--- src/hdl/mrps_pkg.sv ---
// ----------------------------------------------------------------------------
// mrps_pkg
// Types and constants shared by the motor ramp profile sequencer files.
// ----------------------------------------------------------------------------
`default_nettype none

package mrps_pkg;

    // Sequencer phases, one-hot encoded.
    typedef enum logic [5:0] {
        PH_IDLE = 6'b000001,
        PH_UP   = 6'b000010,
        PH_HOLD = 6'b000100,
        PH_DOWN = 6'b001000,
        PH_CONT = 6'b010000,
        PH_SOFT = 6'b100000
    } phase_t;

    // Phase codes as reported on the result channel.
    localparam logic [2:0] PHASE_CODE_IDLE = 3'd0;
    localparam logic [2:0] PHASE_CODE_UP   = 3'd1;
    localparam logic [2:0] PHASE_CODE_HOLD = 3'd2;
    localparam logic [2:0] PHASE_CODE_DOWN = 3'd3;
    localparam logic [2:0] PHASE_CODE_CONT = 3'd4;
    localparam logic [2:0] PHASE_CODE_SOFT = 3'd5;

    // Drive direction codes.
    localparam logic [1:0] DIR_STOP = 2'd0;
    localparam logic [1:0] DIR_FWD  = 2'd1;
    localparam logic [1:0] DIR_REV  = 2'd2;

    // Configuration register indexes (word address).
    localparam logic [1:0] REG_RAMP_STEP = 2'd0;
    localparam logic [1:0] REG_HOLD      = 2'd1;
    localparam logic [1:0] REG_MAX_DUTY  = 2'd2;

    // Register widths and reset values.
    localparam int unsigned RAMP_STEP_W = 10;
    localparam int unsigned HOLD_W      = 16;
    localparam int unsigned MAX_DUTY_W  = 8;

    localparam logic [RAMP_STEP_W-1:0] RAMP_STEP_RST = 10'd9;
    localparam logic [HOLD_W-1:0]      HOLD_RST      = 16'd10000;
    localparam logic [MAX_DUTY_W-1:0]  MAX_DUTY_RST  = 8'd255;

    localparam int unsigned APB_ADDR_W = 4;
    localparam int unsigned APB_DATA_W = 32;

endpackage

`default_nettype wire

--- src/hdl/mrps_ifs.sv ---
// ----------------------------------------------------------------------------
// mrps_ifs
// Valid/ready channels of the sequencer: button tick in, profile result out.
// ----------------------------------------------------------------------------
`default_nettype none

// One tick with four button levels.
interface mrps_btn_if;
    logic valid;
    logic ready;
    logic btn_a;
    logic btn_b;
    logic btn_c;
    logic btn_d;

    modport source (output valid, output btn_a, output btn_b, output btn_c,
                    output btn_d, input ready);
    modport sink   (input valid, input btn_a, input btn_b, input btn_c,
                    input btn_d, output ready);
endinterface

// One result per tick: duty, direction and phase.
interface mrps_res_if #(
    parameter int unsigned DUTY_BITS = 8
);
    logic                 valid;
    logic                 ready;
    logic [DUTY_BITS-1:0] duty;
    logic [1:0]           drive_dir;
    logic [2:0]           phase;

    modport source (output valid, output duty, output drive_dir, output phase,
                    input ready);
    modport sink   (input valid, input duty, input drive_dir, input phase,
                    output ready);
endinterface

`default_nettype wire

--- src/hdl/motor_ramp_profile_sequencer_core.sv ---
// ----------------------------------------------------------------------------
// motor_ramp_profile_sequencer_core
// Trapezoidal motor speed profile with soft start and soft stop, one tick
// per transfer, with an APB-style register port.
// ----------------------------------------------------------------------------
//
//  Channel   Direction  Payload                       Transfer when
//  -------   ---------  ----------------------------  --------------------
//  buttons   in         btn_a, btn_b, btn_c, btn_d    valid && ready
//  profile   out        duty, drive_dir, phase        valid && ready
//  APB       in/out     ramp_step_ms, hold_ms, max_duty psel&penable&pwrite
//
// Each tick is processed in one combinational pass that computes the state
// update and the result, and the result is registered, so one tick is accepted
// every clock while the result register is not stalled, its result in the next cycle.
// A tick is accepted while the result register is empty or being drained.
// Reset returns the sequencer to idle with the documented register values.
// ----------------------------------------------------------------------------
`default_nettype none

module motor_ramp_profile_sequencer_core #(
    parameter int unsigned DUTY_BITS  = 8,
    parameter int unsigned TIMER_BITS = 16
) (
    input  wire logic                            clk,
    input  wire logic                            rst_n,
    mrps_btn_if.sink                             buttons,
    mrps_res_if.source                           profile,
    input  wire logic                            psel,
    input  wire logic                            penable,
    input  wire logic                            pwrite,
    input  wire logic [mrps_pkg::APB_ADDR_W-1:0] paddr,
    input  wire logic [mrps_pkg::APB_DATA_W-1:0] pwdata,
    output logic      [mrps_pkg::APB_DATA_W-1:0] prdata,
    output logic                                 pready
);

    // Tick counter must hold both the timer range and a step length minus one.
    localparam int unsigned TC_W  = (TIMER_BITS > mrps_pkg::RAMP_STEP_W) ?
                                    TIMER_BITS : mrps_pkg::RAMP_STEP_W;
    localparam int unsigned CMP_W = (TC_W > mrps_pkg::HOLD_W) ? TC_W : mrps_pkg::HOLD_W;
    localparam logic [TC_W-1:0] TC_MAX = TC_W'({TIMER_BITS{1'b1}});

    // Configuration registers.
    logic [mrps_pkg::RAMP_STEP_W-1:0] ramp_step_reg;
    logic [mrps_pkg::HOLD_W-1:0]      hold_reg;
    logic [mrps_pkg::MAX_DUTY_W-1:0]  max_duty_reg;

    // Sequencer state.
    mrps_pkg::phase_t     phase_reg, phase_next;
    logic [DUTY_BITS-1:0] duty_reg, duty_next;
    logic [1:0]           dir_reg, dir_next;
    logic                 auto_stop_reg, auto_stop_next;
    logic [TC_W-1:0]      tick_reg, tick_next;

    // Result register.
    logic                 res_valid_reg;
    logic [DUTY_BITS-1:0] res_duty_reg, res_duty_next;
    logic [1:0]           res_dir_reg, res_dir_next;
    logic [2:0]           res_phase_reg, res_phase_next;

    logic in_xfer;
    logic cfg_wr;

    // APB port: always ready, writes in the access cycle.
    assign pready = 1'b1;
    assign cfg_wr = psel && penable && pwrite;

    always_ff @(posedge clk or negedge rst_n)
    begin
        if (!rst_n)
        begin
            ramp_step_reg <= mrps_pkg::RAMP_STEP_RST;
            hold_reg      <= mrps_pkg::HOLD_RST;
            max_duty_reg  <= mrps_pkg::MAX_DUTY_RST;
        end
        else if (cfg_wr)
        begin
            case (paddr[3:2])
                mrps_pkg::REG_RAMP_STEP: ramp_step_reg <= pwdata[mrps_pkg::RAMP_STEP_W-1:0];
                mrps_pkg::REG_HOLD:      hold_reg      <= pwdata[mrps_pkg::HOLD_W-1:0];
                mrps_pkg::REG_MAX_DUTY:  max_duty_reg  <= pwdata[mrps_pkg::MAX_DUTY_W-1:0];
                default: ;
            endcase
        end
    end

    // Register read-back.
    always_comb
    begin
        case (paddr[3:2])
            mrps_pkg::REG_RAMP_STEP: prdata = mrps_pkg::APB_DATA_W'(ramp_step_reg);
            mrps_pkg::REG_HOLD:      prdata = mrps_pkg::APB_DATA_W'(hold_reg);
            mrps_pkg::REG_MAX_DUTY:  prdata = mrps_pkg::APB_DATA_W'(max_duty_reg);
            default:                 prdata = '0;
        endcase
    end

    // Handshake: accept while the result register is free or draining.
    assign buttons.ready = !res_valid_reg || profile.ready;
    assign in_xfer       = buttons.valid && buttons.ready;

    // One tick of the profile sequencer.
    always_comb
    begin
        logic [mrps_pkg::RAMP_STEP_W-1:0] step_len;
        logic [DUTY_BITS-1:0]             max_trunc;
        logic [DUTY_BITS-1:0]             top_duty;
        logic [TC_W-1:0]                  tick_inc;
        logic                             stoppable;

        step_len  = (ramp_step_reg == '0) ? mrps_pkg::RAMP_STEP_W'(1) : ramp_step_reg;
        max_trunc = DUTY_BITS'(max_duty_reg);
        top_duty  = (max_trunc == '0) ? DUTY_BITS'(1) : max_trunc;

        phase_next     = phase_reg;
        duty_next      = duty_reg;
        dir_next       = dir_reg;
        auto_stop_next = auto_stop_reg;
        tick_next      = tick_reg;

        // Start of a run from idle, A over B over C.
        if (phase_reg == mrps_pkg::PH_IDLE &&
            (buttons.btn_a || buttons.btn_b || buttons.btn_c))
        begin
            phase_next     = mrps_pkg::PH_UP;
            duty_next      = '0;
            tick_next      = '0;
            dir_next       = buttons.btn_a ? mrps_pkg::DIR_REV : mrps_pkg::DIR_FWD;
            auto_stop_next = buttons.btn_a || buttons.btn_b;
        end

        // Soft stop request during any running phase.
        stoppable = (phase_next == mrps_pkg::PH_UP)   || (phase_next == mrps_pkg::PH_HOLD) ||
                    (phase_next == mrps_pkg::PH_DOWN) || (phase_next == mrps_pkg::PH_CONT);
        if (buttons.btn_d && stoppable)
        begin
            phase_next = mrps_pkg::PH_SOFT;
            tick_next  = (duty_next == '0) ? TC_W'(step_len - 1'b1) : '0;
        end

        // The result describes the tick as it is executed.
        res_duty_next = duty_next;
        res_dir_next  = (duty_next != '0) ? dir_next : mrps_pkg::DIR_STOP;
        case (phase_next)
            mrps_pkg::PH_IDLE: res_phase_next = mrps_pkg::PHASE_CODE_IDLE;
            mrps_pkg::PH_UP:   res_phase_next = mrps_pkg::PHASE_CODE_UP;
            mrps_pkg::PH_HOLD: res_phase_next = mrps_pkg::PHASE_CODE_HOLD;
            mrps_pkg::PH_DOWN: res_phase_next = mrps_pkg::PHASE_CODE_DOWN;
            mrps_pkg::PH_CONT: res_phase_next = mrps_pkg::PHASE_CODE_CONT;
            mrps_pkg::PH_SOFT: res_phase_next = mrps_pkg::PHASE_CODE_SOFT;
            default:           res_phase_next = mrps_pkg::PHASE_CODE_IDLE;
        endcase

        // Saturating tick count.
        tick_inc = (tick_next < TC_MAX) ? tick_next + 1'b1 : tick_next;

        case (phase_next)
            mrps_pkg::PH_UP:
            begin
                tick_next = tick_inc;
                if (CMP_W'(tick_inc) >= CMP_W'(step_len))
                begin
                    tick_next = '0;
                    if (duty_next >= top_duty)
                    begin
                        duty_next = top_duty;
                        if (!auto_stop_next)
                            phase_next = mrps_pkg::PH_CONT;
                        else if (hold_reg == '0)
                            phase_next = mrps_pkg::PH_DOWN;
                        else
                            phase_next = mrps_pkg::PH_HOLD;
                    end
                    else
                    begin
                        duty_next = duty_next + 1'b1;
                    end
                end
            end
            mrps_pkg::PH_HOLD:
            begin
                tick_next = tick_inc;
                if (CMP_W'(tick_inc) >= CMP_W'(hold_reg))
                begin
                    tick_next  = '0;
                    phase_next = mrps_pkg::PH_DOWN;
                end
            end
            mrps_pkg::PH_DOWN, mrps_pkg::PH_SOFT:
            begin
                tick_next = tick_inc;
                if (CMP_W'(tick_inc) >= CMP_W'(step_len))
                begin
                    tick_next = '0;
                    if (duty_next == '0)
                    begin
                        phase_next     = mrps_pkg::PH_IDLE;
                        dir_next       = mrps_pkg::DIR_STOP;
                        auto_stop_next = 1'b0;
                    end
                    else
                    begin
                        duty_next = duty_next - 1'b1;
                    end
                end
            end
            default: ;
        endcase
    end

    // State update on each accepted tick.
    always_ff @(posedge clk or negedge rst_n)
    begin
        if (!rst_n)
        begin
            phase_reg     <= mrps_pkg::PH_IDLE;
            duty_reg      <= '0;
            dir_reg       <= mrps_pkg::DIR_STOP;
            auto_stop_reg <= 1'b0;
            tick_reg      <= '0;
        end
        else if (in_xfer)
        begin
            phase_reg     <= phase_next;
            duty_reg      <= duty_next;
            dir_reg       <= dir_next;
            auto_stop_reg <= auto_stop_next;
            tick_reg      <= tick_next;
        end
    end

    // Result register valid flag.
    always_ff @(posedge clk or negedge rst_n)
    begin
        if (!rst_n)
            res_valid_reg <= 1'b0;
        else if (in_xfer)
            res_valid_reg <= 1'b1;
        else if (profile.ready)
            res_valid_reg <= 1'b0;
    end

    // Result payload.
    always_ff @(posedge clk)
    begin
        if (in_xfer)
        begin
            res_duty_reg  <= res_duty_next;
            res_dir_reg   <= res_dir_next;
            res_phase_reg <= res_phase_next;
        end
    end

    assign profile.valid     = res_valid_reg;
    assign profile.duty      = res_duty_reg;
    assign profile.drive_dir = res_dir_reg;
    assign profile.phase     = res_phase_reg;

    // A direction is only reported while the motor is driven.
    a_dir_needs_duty: assert property (@(posedge clk) disable iff (!rst_n)
        profile.valid && (profile.drive_dir != mrps_pkg::DIR_STOP) |-> (profile.duty != '0))
        else $error("drive direction reported with zero duty");

    // Idle always carries zero duty and no direction.
    a_idle_is_stopped: assert property (@(posedge clk) disable iff (!rst_n)
        (phase_reg == mrps_pkg::PH_IDLE) |-> (duty_reg == '0) &&
        (dir_reg == mrps_pkg::DIR_STOP) && !auto_stop_reg)
        else $error("idle phase with residual drive state");

    // Every accepted tick yields a result in the following cycle.
    a_tick_gives_result: assert property (@(posedge clk) disable iff (!rst_n)
        in_xfer |=> profile.valid)
        else $error("accepted tick produced no result");

    // Away from a ramp up and a start from idle, duty holds, drops by one level or
    // is zero after each accepted tick.
    a_duty_step: assert property (@(posedge clk) disable iff (!rst_n)
        in_xfer && (phase_reg != mrps_pkg::PH_UP) && (phase_reg != mrps_pkg::PH_IDLE) |=>
        (duty_reg == $past(duty_reg)) || (duty_reg == $past(duty_reg) - 1'b1) ||
        (duty_reg == '0))
        else $error("duty jumped outside a ramp up");

endmodule

`default_nettype wire
--- src/flat_wrapper.sv ---
// flat-port wrapper written by rule: the top's interface ports become plain ports
module motor_ramp_profile_sequencer_core_flat 
#(
    parameter int unsigned DUTY_BITS  = 8,
    parameter int unsigned TIMER_BITS = 16
)
  (clk, rst_n, psel, penable, pwrite, paddr, pwdata, prdata, pready, buttons_valid, buttons_btn_a, buttons_btn_b, buttons_btn_c, buttons_btn_d, buttons_ready, profile_valid, profile_duty, profile_drive_dir, profile_phase, profile_ready);
  mrps_btn_if buttons_i ();
  mrps_res_if #(.DUTY_BITS(DUTY_BITS)) profile_i ();
  input  wire logic clk;
  input  wire logic rst_n;
  input  wire logic psel;
  input  wire logic penable;
  input  wire logic pwrite;
  input  wire logic [mrps_pkg::APB_ADDR_W-1:0] paddr;
  input  wire logic [mrps_pkg::APB_DATA_W-1:0] pwdata;
  output logic      [mrps_pkg::APB_DATA_W-1:0] prdata;
  output logic pready;
  input wire logic [$bits(buttons_i.valid)-1:0] buttons_valid;
  input wire logic [$bits(buttons_i.btn_a)-1:0] buttons_btn_a;
  input wire logic [$bits(buttons_i.btn_b)-1:0] buttons_btn_b;
  input wire logic [$bits(buttons_i.btn_c)-1:0] buttons_btn_c;
  input wire logic [$bits(buttons_i.btn_d)-1:0] buttons_btn_d;
  output wire logic [$bits(buttons_i.ready)-1:0] buttons_ready;
  output wire logic [$bits(profile_i.valid)-1:0] profile_valid;
  output wire logic [$bits(profile_i.duty)-1:0] profile_duty;
  output wire logic [$bits(profile_i.drive_dir)-1:0] profile_drive_dir;
  output wire logic [$bits(profile_i.phase)-1:0] profile_phase;
  input wire logic [$bits(profile_i.ready)-1:0] profile_ready;
  assign buttons_i.valid = buttons_valid;
  assign buttons_i.btn_a = buttons_btn_a;
  assign buttons_i.btn_b = buttons_btn_b;
  assign buttons_i.btn_c = buttons_btn_c;
  assign buttons_i.btn_d = buttons_btn_d;
  assign buttons_ready = buttons_i.ready;
  assign profile_valid = profile_i.valid;
  assign profile_duty = profile_i.duty;
  assign profile_drive_dir = profile_i.drive_dir;
  assign profile_phase = profile_i.phase;
  assign profile_i.ready = profile_ready;
  motor_ramp_profile_sequencer_core #(.DUTY_BITS(DUTY_BITS), .TIMER_BITS(TIMER_BITS)) u_core (.clk(clk), .rst_n(rst_n), .buttons(buttons_i), .profile(profile_i), .psel(psel), .penable(penable), .pwrite(pwrite), .paddr(paddr), .pwdata(pwdata), .prdata(prdata), .pready(pready));
endmodule
--- config.mk ---
export PLATFORM = sky130hd
export DESIGN_NAME = motor_ramp_profile_sequencer_core_flat
export DESIGN_NICKNAME = d
export VERILOG_FILES = /design/src/hdl/mrps_pkg.sv /design/src/hdl/mrps_ifs.sv /design/src/hdl/motor_ramp_profile_sequencer_core.sv /design/src/flat_wrapper.sv
export SDC_FILE = /design/constraint.sdc
export NUM_CORES = 1
export LEC_CHECK = 0
export BUFFER_PORTS_ARGS = -buffer_cell sky130_fd_sc_hd__clkbuf_2
export CELL_PAD_IN_SITES_DETAIL_PLACEMENT = 1
export CELL_PAD_IN_SITES_GLOBAL_PLACEMENT = 1
export CORE_MARGIN = 3
export CORE_UTILIZATION = 39
export DETAILED_ROUTE_END_ITERATION = 10
export HOLD_SLACK_MARGIN = 0.02
export PLACE_DENSITY_LB_ADDON = 0.12
export SLEW_MARGIN = 20
export SYNTH_ARGS = -nofsm -noshare
export SYNTH_HDL_FRONTEND = slang
export SYNTH_SLANG_ARGS = --single-unit
--- constraint.sdc ---
create_clock -name clk -period 7 [get_ports clk]
set_clock_uncertainty 0.1 [all_clocks]
set_input_delay 2.1 -clock clk [delete_from_list [all_inputs] [get_ports clk]]
set_output_delay 2.1 -clock clk [all_outputs]
set_load 0.1 [all_outputs]
# --- After elaboration in Yosys (flattened, before gate mapping) ---
# Cells that the tools add are included.
# W data, S select, Z words.
word_totals:
  wordCells: 94
  regBits: 81
op_classes:
  eq_ne: 12
  n_reduce_logical: 24
  n_addsub: 4
  muxes: 38
  magnitude_cmp: 4
op_table:
  columns: ["cell", "n"]
  rows:
  - ["$mux W16", 6]
  - ["$mux W6", 8]
  - ["$mux W8", 6]
  - ["$pmux W16 S3", 1]
  - ["$pmux W16 S2", 1]
  - ["$pmux W6 S3", 1]
  - ["$add A16 B1 Y16 const B", 1]
  - ["$ge A16 B10 Y1", 1]
  - ["$ge A16 B16 Y1", 1]
  - ["$logic_not A16 Y1", 1]
  - ["$logic_not A8 Y1", 2]
  - ["$lt A16 B16 Y1 const B", 1]
  - ["$pmux W8 S2", 1]
  - ["$pmux W3 S5", 1]
  - ["$eq A6 B2 Y1 const B", 2]
  - ["$eq A6 B3 Y1 const B", 2]
  - ["$eq A6 B4 Y1 const B", 2]
  - ["$eq A6 B5 Y1 const B", 2]
  - ["$sub A10 B1 Y11 const B", 1]
  - ["$logic_not A10 Y1", 1]
  - ["$mux W10", 1]
  - ["$mux W2", 5]
  - ["$add A8 B1 Y8 const B", 1]
  - ["$ge A8 B8 Y1", 1]
  - ["16 further kinds", 32]

# --- Logic depth before layout (Yosys ltp) ---
# Gate-level depths: netlist of the first run.
logic_depth:
  depth_word: 15
  ltp_mapped: 29
  mapped_depth_nobuf: 27

# --- Least setup slack after synthesis of the first run ---
# Ideal clock, no wire load.
synth_path:
  kind: "input to register"
  start: "in buttons_btn_b"
  end: "reg u_core.duty_reg[5]"
  slack_ps: -1114
  arrival_ps: 7921
  n_path_buf: 5
  path_stages: 29
  path_cell_list: "nor3_1 -> nor3b_1 -> nand2_1 -> clkbuf_1 -> nand2_1 -> ha_1 -> clkbuf_1 -> o21ai_1 -> o31ai_1 -> ha_1 -> a21boi_0 -> clkbuf_1 -> and2_1 -> nand2_1 -> and2_1 -> clkbuf_1 -> nor2b_1 -> xnor2_1 -> ha_1 -> a2111oi_0 -> o21ai_0 -> a31o_2 -> a21oi_1 -> nand4bb_1 -> or2_1 -> buf_2 -> a21oi_2 -> a211oi_1 -> a211oi_1"
synth_between:
  elab_chain_cells: 15
synth_lines:
  columns: ["element", "line", "source"]
  rows:
  - ["start, declared", "flat_wrapper.sv:21", "input wire logic [$bits(buttons_i.btn_b)-1:0] buttons_btn_b;"]
  - ["$logic_or A1 B1 Y1 (*) (2 in a row)", "motor_ramp_profile_sequencer_core.sv:124", "(buttons.btn_a || buttons.btn_b || buttons.btn_c))"]
  - ["$logic_and A1 B1 Y1 (*)", "motor_ramp_profile_sequencer_core.sv:123", "if (phase_reg == mrps_pkg::PH_IDLE &&"]
  - ["$mux W6", "motor_ramp_profile_sequencer_core.sv:123", null]
  - ["$eq A6 B2 Y1 or $eq A6 B3 Y1 (tied branches)", "motor_ramp_profile_sequencer_core.sv:134", "stoppable = (phase_next == mrps_pkg::PH_UP) || (phase_next == mrps_pkg::PH_HOLD) ||"]
  - ["$logic_or A1 B1 Y1 (2 in a row)", "motor_ramp_profile_sequencer_core.sv:134", null]
  - ["$logic_or A1 B1 Y1", "motor_ramp_profile_sequencer_core.sv:135", "(phase_next == mrps_pkg::PH_DOWN) || (phase_next == mrps_pkg::PH_CONT);"]
  - ["$logic_and A1 B1 Y1", "motor_ramp_profile_sequencer_core.sv:136", "if (buttons.btn_d && stoppable)"]
  - ["$mux W16", "motor_ramp_profile_sequencer_core.sv:136", null]
  - ["$add A16 B1 Y16 or $lt A16 B16 Y1 (tied branches)", "motor_ramp_profile_sequencer_core.sv:156", "tick_inc = (tick_next < TC_MAX) ? tick_next + 1'b1 : tick_next;"]
  - ["$mux W16", "motor_ramp_profile_sequencer_core.sv:156", null]
  - ["$ge A16 B10 Y1", "motor_ramp_profile_sequencer_core.sv:162, motor_ramp_profile_sequencer_core.sv:193", null]
  - ["$mux W8, on equally long branches", "motor_ramp_profile_sequencer_core.sv:193, motor_ramp_profile_sequencer_core.sv:162", null]
  - ["$pmux W8 S2 (*)", "motor_ramp_profile_sequencer_core.sv:158", "case (phase_next)"]
  - ["end signal, assigned", "motor_ramp_profile_sequencer_core.sv:226", "duty_reg <= duty_next;"]
  - ["end, declared", "motor_ramp_profile_sequencer_core.sv:51", "logic [DUTY_BITS-1:0] duty_reg, duty_next;"]
# Mark *: on every way between the ends. The rest lies on a longest branch, timed or not.
# A chain may end at the register's enable or synchronous reset.

# --- Worst setup path after layout of the first run ---
layout_path:
  start: "in buttons_btn_b"
  end: "reg u_core.duty_reg[3]"
# The elaborated chain is that of the path after synthesis.

==> run summary, run 1 <==
Final cell count without fillers: 1078
Number of flops mapped to enable cells by yosys: 13
Highest net fanout along the worst path: 6
Sum of overflow across all layers after global routing: 0
Number of antenna violations at the first check in global routing: 0
Root buf cell: clkbuf_16
Final worst-path setup slack: -0.0241 ns
Full die area: 0.0177 sq mm
Number of hold-slack violations in the final timing report: 0
Req. time, crit path: 7.18 ns
Pin slew with the least headroom to its limit: 0.979 ns
FF+latch count, synth: 81
Relative slew slack: 34.7%
Pre-CTS setup slack: -0.389 ns
Placed cell areas: 0.00734 sq mm
Synthesis-to-finish area growth: 26.8%
Portion of total power attributed to combinational logic: 67.6%
Worst reg2reg path depth: 26
Max rail drop VDD: 0.241 mV
Clock slew at the register clock pins of the worst setup and hold paths: 0.07 ns
Hold crit path type: flop to flop
RSZ-0062 raised after global routing: yes
Post-synthesis cell area: 0.00629 sq mm
Vias after detailed routing: 6322
Finish-stage setup viols: 1
Clock net sink count: 81
Nature of the critical path startpoint: primary input
Final core utilization: 51.6%
Fraction of synthesis flops using an asynchronous set or reset pin: 84.0%
Synth warnings: 0
Number of top-level pins: 95
Effective utilization at floorplan: 40.7%
Level count of the clock H-tree: 3
Violations in the final reports: negative setup slack
Register-to-register setup slack: 0.61 ns
Design Area, Final: 0.00798 sq mm
P_int: 2090 uW
Proportion of power drawn by the clock network: 12.6%
# diodes: 0
GR Util All Layers: 24.8%
Detailed placement HPWL: 16600 um
Mean cell area of the mapped netlist: 8.42 sq um
Primary flip-flop cell chosen by synthesis mapping: dfrtp_1
Mean number of vias per cell: 5.86
Weighted congestion reported at the end of routability-driven placement: 0.870
Global-route wire length before repair: 35000 um
Height of the die: 133 um
Vias in the first global route: 6483
Static power due to leakage: 0.00355 uW
Final layout net count: 947
Cell types occupying the most area after synthesis: dfrtp_1, ha_1, dfstp_2
Pin count of the biggest net entering global routing: 69
Sequential share of the synthesized area: 33.6%
Result of the run: finished, violations left
Layout cells sized above 1: 29.8%
Cell total after placement: 1050
Total detailed-routing wirelength: 22700 um
Kind of end point of the critical path: flop
Routed length per placed instance: 21.0 um
Number of buffers on the longest clock path: 2
Library cell with the highest instance count after synthesis: nand2_1
Width of the chip: 133 um
Total core area: 0.0155 sq mm
Clock period minus worst slack: 7.02 ns
Post-route DRC violation count: 0
Area fraction of the dominant cell type after synthesis: 20.7%
Post-Synthesis Cells: 748
Leading cell types by count after synthesis: nand2_1, o21ai_0, nor2_1
Number of cells traversed by the worst hold path: 1
Number of buffers created by CTS: 9
Upper clock frequency limit: 142 MHz
Type of the worst setup path: primary input to flop
Number of DRC violations after detailed-routing iteration 0: 290
Power density of the placed cells: 527 mW/mm^2
Power share of the sequential group: 19.8%
Switching Fraction: 50.2%
Skew-Pair Late Insertion Delay: 0.36 ns
Port Buffer Count: 59
Number of nets with antenna violations after routing: 0
Library cells used by synthesis: 79
CTS tree: built
Ratio of final minimum period to clock period: 100%
Final Max Slew Viols: 0
Count of max-cap constraint violations: 0
Length of the first detailed-routing pass in iterations: 4
Number of rows created at floorplan: 45
Worst EP arrival: 7.20 ns
Library cell occupying the most area in the post-synthesis netlist: dfrtp_1
Net Switching: 2110 uW
[metrics by stage]
stage | setup TNS [ns] | total power (uW) | hold slack (ns)
after CTS | 0 | 3920 | 0.384
after global routing | -1.24 | 4470 | 0.397
after global placement | -2.68 | 3250 | 0.357
after floorplan | -0.229 | 2530 | 0.343
final | -0.0241 | 4200 | 0.385
after detailed placement | -6.29 | 3340 | 0.370
[routing by layer]
metal	global-route usage (%)	up-vias	wire (um)	share of wire (%)
met5	0	-	0	0
met4	8.37	0	650	2.9
met3	3.95	49	1060	4.7
met2	44.2	189	11700	52
met1	30.5	3181	9280	41
li1	-	2903	-	-
[worst max-delay path, stage by stage]
cell       delay (ns)
buf_8            0.08
nor3_4           0.04
nor3b_2          0.21
nand2_2          0.15
nand2_4          0.12
ha_4             0.14
and3_4           0.18
o211ai_1         0.25
buf_4            0.25
a211oi_4         0.29
a31oi_2          0.09
nor4_4           0.32
nand2_4          0.16
and2_4           0.21
nor2b_4          0.14
xnor2_4          0.20
ha_4             0.24
a2111oi_4        0.30
o21ai_2          0.10
a31o_2           0.25
a21oi_2          0.14
nand4bb_1        0.14
buf_6            0.19
o31a_1           0.38
o221ai_2         0.21
o21ai_1          0.10
a21oi_1          0.20
[placed cells by master, fill, tap and decap left out, types with 17 or more instances in the layout]
cell type / instances
clkbuf_2: 55
nand2_1: 81
inv_1: 48
o21ai_0: 51
conb_1: 17
nor2_1: 53
dfrtp_1: 52
a21oi_1: 36
nand3_1: 18
buf_4: 77
a21o_1: 23
ha_1: 31
[cells by family after synthesis]
family,synth area share [%]
AND/OR/NAND/NOR,21.0
AO/OA/AOI/OAI,23.7
buffers and inverters,7.31
flip-flops,33.6
adder cells (fa/ha/maj),7.55
multiplexers,3.90
XOR/XNOR,2.92
other,0.119
[repair_timing]
item | in CTS | in global routing
endpoints found under the setup margin | 3 | 33
pin swaps | 1 | 33
buffers inserted | 1 | 12
hold endpoints to repair | 0 | 0
resized for setup | 2 | 43
hold buffers | 0 | 0
[power groups by stage]
stage               logic [uW]  registers, uW  clock network (uW)
floorplan                 1640            882                   0
global placement          2430            823                   0
detailed placement        2510            834                   0
CTS                       2550            827                 538
global route              3060            853                 557
finish                    2840            833                 528
[worst paths after layout]
check / end / startpoint
min: u_core.dir_reg[1]$_DFFE_PN0P_ / u_core.dir_reg[1]$_DFFE_PN0P_
min in group asynchronous: u_core.duty_reg[4]$_DFFE_PN0P_ / rst_n
max in group asynchronous: u_core.ramp_step_reg[9]$_DFFE_PN0P_ / rst_n
max reg2reg: u_core.duty_reg[3]$_DFFE_PN0P_ / u_core.ramp_step_reg[0]$_DFFE_PN1P_
max: u_core.duty_reg[3]$_DFFE_PN0P_ / buttons_btn_b
min reg2reg: u_core.dir_reg[1]$_DFFE_PN0P_ / u_core.dir_reg[1]$_DFFE_PN0P_
[final cells by class]
class	count	area, sq um
fillers	1850	7500
multi-input cells	581	4140
flip-flops and latches	81	2110
repair buffers	141	965
well taps	211	264
clock buffers	9	225
inverters	48	180
clock inverters	7	92.6
No activity file was read; power rests on OpenSTA's default activity.
==> inputs of run 2 (changes only) <==
--- a/config.mk
+++ b/config.mk
@@ -9,7 +9,8 @@
 export CELL_PAD_IN_SITES_DETAIL_PLACEMENT = 1
 export CELL_PAD_IN_SITES_GLOBAL_PLACEMENT = 1
 export CORE_MARGIN = 3
-export CORE_UTILIZATION = 39
+export CORE_UTILIZATION = 40
+export CTS_BUF_LIST = sky130_fd_sc_hd__clkbuf_4
 export DETAILED_ROUTE_END_ITERATION = 10
 export HOLD_SLACK_MARGIN = 0.02
 export PLACE_DENSITY_LB_ADDON = 0.12
==> constraint.sdc (replaced) <==
create_clock -name clk -period 7 [get_ports clk]
set_clock_uncertainty 0.1 [all_clocks]
set_input_delay 1.05 -clock clk [delete_from_list [all_inputs] [get_ports clk]]
set_output_delay 1.05 -clock clk [all_outputs]
set_load 0.1 [all_outputs]
==> run summary, run 2 (synthesized netlist as in run 1, its figures left out) <==
Static power due to leakage: 0.00313 uW
Clock slew at the register clock pins of the worst setup and hold paths: 0.15 ns
Number of nets with antenna violations after routing: 0
Number of antenna violations at the first check in global routing: 1
Ratio of final minimum period to clock period: 93.7%
Final Max Slew Viols: 0
Leading cell type in the layout, fill and taps excluded: nand2_1
Length of the first detailed-routing pass in iterations: 4
Mean number of vias per cell: 5.72
Width of the chip: 131 um
Number of DRC violations after detailed-routing iteration 0: 421
Detailed placement HPWL: 16200 um
Total detailed-routing wirelength: 21200 um
Skew-Pair Late Insertion Delay: 0.49 ns
CTS tree: built
Synthesis-to-finish area growth: 12.1%
Number of top-level pins: 95
Worst EP arrival: 6.89 ns
Effective utilization at floorplan: 41.1%
Pre-CTS setup slack: 0.125 ns
Number of rows created at floorplan: 45
Cell total after placement: 1017
Power density of the placed cells: 480 mW/mm^2
Number of buffers created by CTS: 9
Sum of overflow across all layers after global routing: 0
Layout cells sized above 1: 20.3%
Nature of the critical path startpoint: flop
Highest net fanout along the worst path: 6
Routed length per placed instance: 20.5 um
Pin count of the biggest net entering global routing: 69
Pin slew with the least headroom to its limit: 0.981 ns
Post-route DRC violation count: 0
Most frequent cells in the layout: nand2_1, o21ai_0, clkbuf_2
Full die area: 0.0173 sq mm
Hold_buf cts: 0
Upper clock frequency limit: 152 MHz
Final cell count without fillers: 1035
Clock period minus worst slack: 6.56 ns
Hold crit path type: flop to flop
Number of hold-slack violations in the final timing report: 0
Level count of the clock H-tree: 3
Root buf cell: clkbuf_4
Finish-stage setup viols: 0
Kind of end point of the critical path: flop
Relative slew slack: 34.5%
Number of buffers on the longest clock path: 2
Vias in the first global route: 6261
Port Buffer Count: 59
Final worst-path setup slack: 0.440 ns
Weighted congestion reported at the end of routability-driven placement: 0.888
Max rail drop VDD: 0.143 mV
Final layout net count: 902
Global-route wire length before repair: 33900 um
Total core area: 0.0153 sq mm
Register-to-register setup slack: 0.44 ns
GR Util All Layers: 24.6%
Result of the run: complete, no violations
Buffers inserted by post-CTS timing repair: 0
Req. time, crit path: 7.33 ns
Type of the worst setup path: flop to flop
Vias after detailed routing: 5923
Height of the die: 131 um
Clock net sink count: 81
Count of max-cap constraint violations: 0
Total power of the final layout: 3380 uW
Worst slack on hold paths: 0.399 ns
-- run 2: changes by cell type in the layout (fill, tap and decap cells not counted), sizes merged --
cell / before / now
buf: 86 / 38
bufinv: 2 / 0
clkbuf: 64 / 68
clkinv: 2 / 1
clkinvlp: 1 / 4
diode: 0 / 2
inv: 50 / 49
-- run 2: worst paths after layout --
kind	startpoint	endpoint	cells after the start
worst max-delay path	u_core.ramp_step_reg[2]$_DFFE_PN0P_	u_core.duty_reg[3]$_DFFE_PN0P_	25
worst min register to register	u_core.dir_reg[1]$_DFFE_PN0P_	u_core.dir_reg[1]$_DFFE_PN0P_	1
min in group asynchronous	rst_n	u_core.duty_reg[3]$_DFFE_PN0P_	2
worst max register to register	u_core.ramp_step_reg[2]$_DFFE_PN0P_	u_core.duty_reg[3]$_DFFE_PN0P_	25
max in group asynchronous	rst_n	u_core.tick_reg[5]$_DFFE_PN0P_	2
worst min-delay path	u_core.dir_reg[1]$_DFFE_PN0P_	u_core.dir_reg[1]$_DFFE_PN0P_	1
-- run 2: layout make-up --
| cell class | instances | area (sq um) |
|---|---|---|
| diodes | 2 | 5.00 |
| clock buffers | 10 | 75.1 |
| clock inverters | 6 | 42.5 |
| fillers | 1880 | 8260 |
| inverters | 48 | 180 |
| multi-input cells | 581 | 3800 |
| flip-flops and latches | 81 | 2110 |
| well taps | 211 | 264 |
| repair buffers | 96 | 573 |
-- run 2: what timing repair did --
item | in CTS | in global routing
endpoints found under the setup margin | 0 | 8
gates resized for setup | 0 | 3
endpoints found under the hold margin | 0 | 0
-- run 2: power breakdown --
part | internal, uW | switching (uW)
Combinational | 793 | 1500
Sequential | 649 | 173
Clock | 76.6 | 196
Total | 1520 | 1870
-- run 2: metrics by stage --
step / TNS (ns) / util [%] / cell area, sq um
3_5_place_dp: 0 / 45.2 / 6920
4_1_cts: 0 / 46.0 / 7040
5_1_grt: -0.156 / 46.1 / 7060
6_report: 0 / 46.1 / 7060
2_1_floorplan: 0 / - / 6360
3_3_place_gp: 0 / 45.2 / 6920
-- run 2: metal layers --
layer / GRT usage, % / wire, um
met1: 31.3 / 9230
met5: 0 / 0
met2: 42.8 / 10700
met4: 9.57 / 529
met3: 2.57 / 771
-- run 2: critical path, stage by stage, from the launching register on --
cell	delay [ns]
dfrtp_1	0.49
or4_4	0.56
or3_1	0.39
nor2_1	0.22
nor2_1	0.09
ha_1	0.32
o31ai_2	0.35
ha_1	0.22
a21boi_0	0.30
and2_1	0.25
nand2_1	0.15
and2_1	0.18
buf_4	0.16
a31oi_1	0.15
a21oi_1	0.11
ha_1	0.25
a2111oi_1	0.36
o21ai_0	0.17
a31o_2	0.26
a21oi_1	0.18
nand4bb_1	0.12
buf_4	0.18
o31a_1	0.36
o221ai_1	0.27
o21ai_1	0.11
a21oi_1	0.16
==> inputs of run 3 (changes only) <==
--- a/config.mk
+++ b/config.mk
@@ -8,6 +8,7 @@
 export BUFFER_PORTS_ARGS = -buffer_cell sky130_fd_sc_hd__clkbuf_2
 export CELL_PAD_IN_SITES_DETAIL_PLACEMENT = 1
 export CELL_PAD_IN_SITES_GLOBAL_PLACEMENT = 1
+export CORE_ASPECT_RATIO = 0.9
 export CORE_MARGIN = 3
 export CORE_UTILIZATION = 40
 export CTS_BUF_LIST = sky130_fd_sc_hd__clkbuf_4
==> run summary, run 3 (synthesized netlist as in run 1, its figures left out) <==
Post-route DRC violation count: 0
Nature of the critical path startpoint: flop
Worst EP arrival: 6.88 ns
GR Util All Layers: 25.0%
Final Max Slew Viols: 0
Total detailed-routing wirelength: 21600 um
Layout cells sized above 1: 20.5%
Final total negative setup slack: 0 ns
Pin slew with the least headroom to its limit: 0.954 ns
Max rail drop VDD: 0.206 mV
Leading cell type in the layout, fill and taps excluded: nand2_1
Routed length per placed instance: 21.2 um
Width of the chip: 138 um
Global-route wire length before repair: 34600 um
Level count of the clock H-tree: 3
Cell total after placement: 1003
Finish-stage setup viols: 0
Skew-Pair Late Insertion Delay: 0.50 ns
Port Buffer Count: 59
Weighted congestion reported at the end of routability-driven placement: 0.867
Number of top-level pins: 95
Upper clock frequency limit: 152 MHz
Final layout net count: 901
Number of nets with antenna violations after routing: 0
RSZ-0062 raised after global routing: no
Vias after detailed routing: 5945
Full die area: 0.0173 sq mm
Number of buffers on the longest clock path: 2
Result of the run: complete, no violations
Length of the first detailed-routing pass in iterations: 5
Most frequent cells in the layout: nand2_1, o21ai_0, clkbuf_2
Highest net fanout along the worst path: 7
Clock slew at the register clock pins of the worst setup and hold paths: 0.14 ns
Effective utilization at floorplan: 41.9%
Worst-path cell with the longest stage delay: or4_4
Hold_buf cts: 0
Count of max-cap constraint violations: 0
Final core utilization: 47.2%
Sum of overflow across all layers after global routing: 0
Clock period minus worst slack: 6.56 ns
# diodes: 0
Cell occurring most often along the worst timing path: a21oi_1
Total core area: 0.0150 sq mm
CTS tree: built
Root buf cell: clkbuf_4
Buffers & Inverters on Critical Path: 2
Synthesis-to-finish area growth: 12.6%
CP peak stage delay: 0.55 ns
Relative slew slack: 36.4%
Type of the worst setup path: flop to flop
Clock net sink count: 81
Number of DRC violations after detailed-routing iteration 0: 314
Vias in the first global route: 6101
Cell type group with the largest total delay on the critical path: simple AND/OR/NAND/NOR gates
Ratio of final minimum period to clock period: 93.8%
Worst slack on hold paths: 0.400 ns
Static power due to leakage: 0.00317 uW
Number of buffers created by CTS: 9
Detailed placement HPWL: 16600 um
Height of the die: 125 um
Final cell count without fillers: 1019
Number of antenna violations at the first check in global routing: 0
Kind of end point of the critical path: flop
Req. time, crit path: 7.32 ns
Power density of the placed cells: 495 mW/mm^2
Mean number of vias per cell: 5.83
Number of rows created at floorplan: 42
Hold crit path type: flop to flop
Number of hold-slack violations in the final timing report: 0
Pin count of the biggest net entering global routing: 69
==> run 3: path summary, 6_finish.rpt <==
| path | from | endpoint | slack (ns) | cells after the start |
|---|---|---|---|---|
| hold / removal | u_core.auto_stop_reg$_DFFE_PN0P_ | u_core.auto_stop_reg$_DFFE_PN0P_ | 0.40 | 2 |
| setup / recovery | u_core.ramp_step_reg[2]$_DFFE_PN0P_ | u_core.tick_reg[3]$_DFFE_PN0P_ | 0.44 | 28 |
| setup reg to reg | u_core.ramp_step_reg[2]$_DFFE_PN0P_ | u_core.tick_reg[3]$_DFFE_PN0P_ | 0.44 | 28 |
| hold reg to reg | u_core.auto_stop_reg$_DFFE_PN0P_ | u_core.auto_stop_reg$_DFFE_PN0P_ | 0.40 | 2 |
| max in group asynchronous | rst_n | u_core.tick_reg[14]$_DFFE_PN0P_ | 5.50 | 2 |
| min in group asynchronous | rst_n | u_core.hold_reg[0]$_DFFE_PN0P_ | 0.67 | 2 |
==> run 3: final cells by class <==
class                           instances  area [sq um]
Fill cell                            1886          7940
Multi-Input combinational cell        581          3820
Sequential cell                        81          2110
Timing Repair Buffer                   95           566
Tap cell                              198           248
Inverter                               48           180
Clock buffer                           11          82.6
Clock inverter                          5          80.1
==> run 3: per-stage QoR <==
stage               instance area, sq um  power [uW]  setup slack (ns)
finish                              7090        3510             0.436
global route                        7090        3760            0.0469
CTS                                 7060        3490             0.327
detailed placement                  6900        3130            0.0454
global placement                    6900        3060            0.0944
floorplan                           6360        2400            0.0526
==> run 3: worst reg2reg max path, delay by kind of cell, from the launching register on <==
| kind | cells | cell delay (ns) |
|---|---|---|
| fa+ha+maj | 2 | 0.51 |
| simple gates | 12 | 2.68 |
| buf+inv | 2 | 0.43 |
| compound gates | 11 | 1.98 |
| flops | 1 | 0.48 |
| xor+xnor | 1 | 0.32 |
==> run 3: where the power goes <==
group	total [uW]	internal [uW]	switching, uW
logic	2340	799	1540
registers	838	649	190
clock network	335	153	182
total	3510	1600	1910
==> run 3: timing repair <==
action	CTS	global route
gates resized for setup	0	4
endpoints found under the setup margin	0	11
buffers inserted	0	0
==> run 3: metal layers <==
metal,wire length [um],vias to the layer above,global-route usage (%),share of wire (%)
met1,9930,2963,33.9,46
li1,-,2800,-,-
met3,751,37,3.09,3.5
met5,0,-,0,0
met4,461,0,7.50,2.1
met2,10400,145,41.9,48
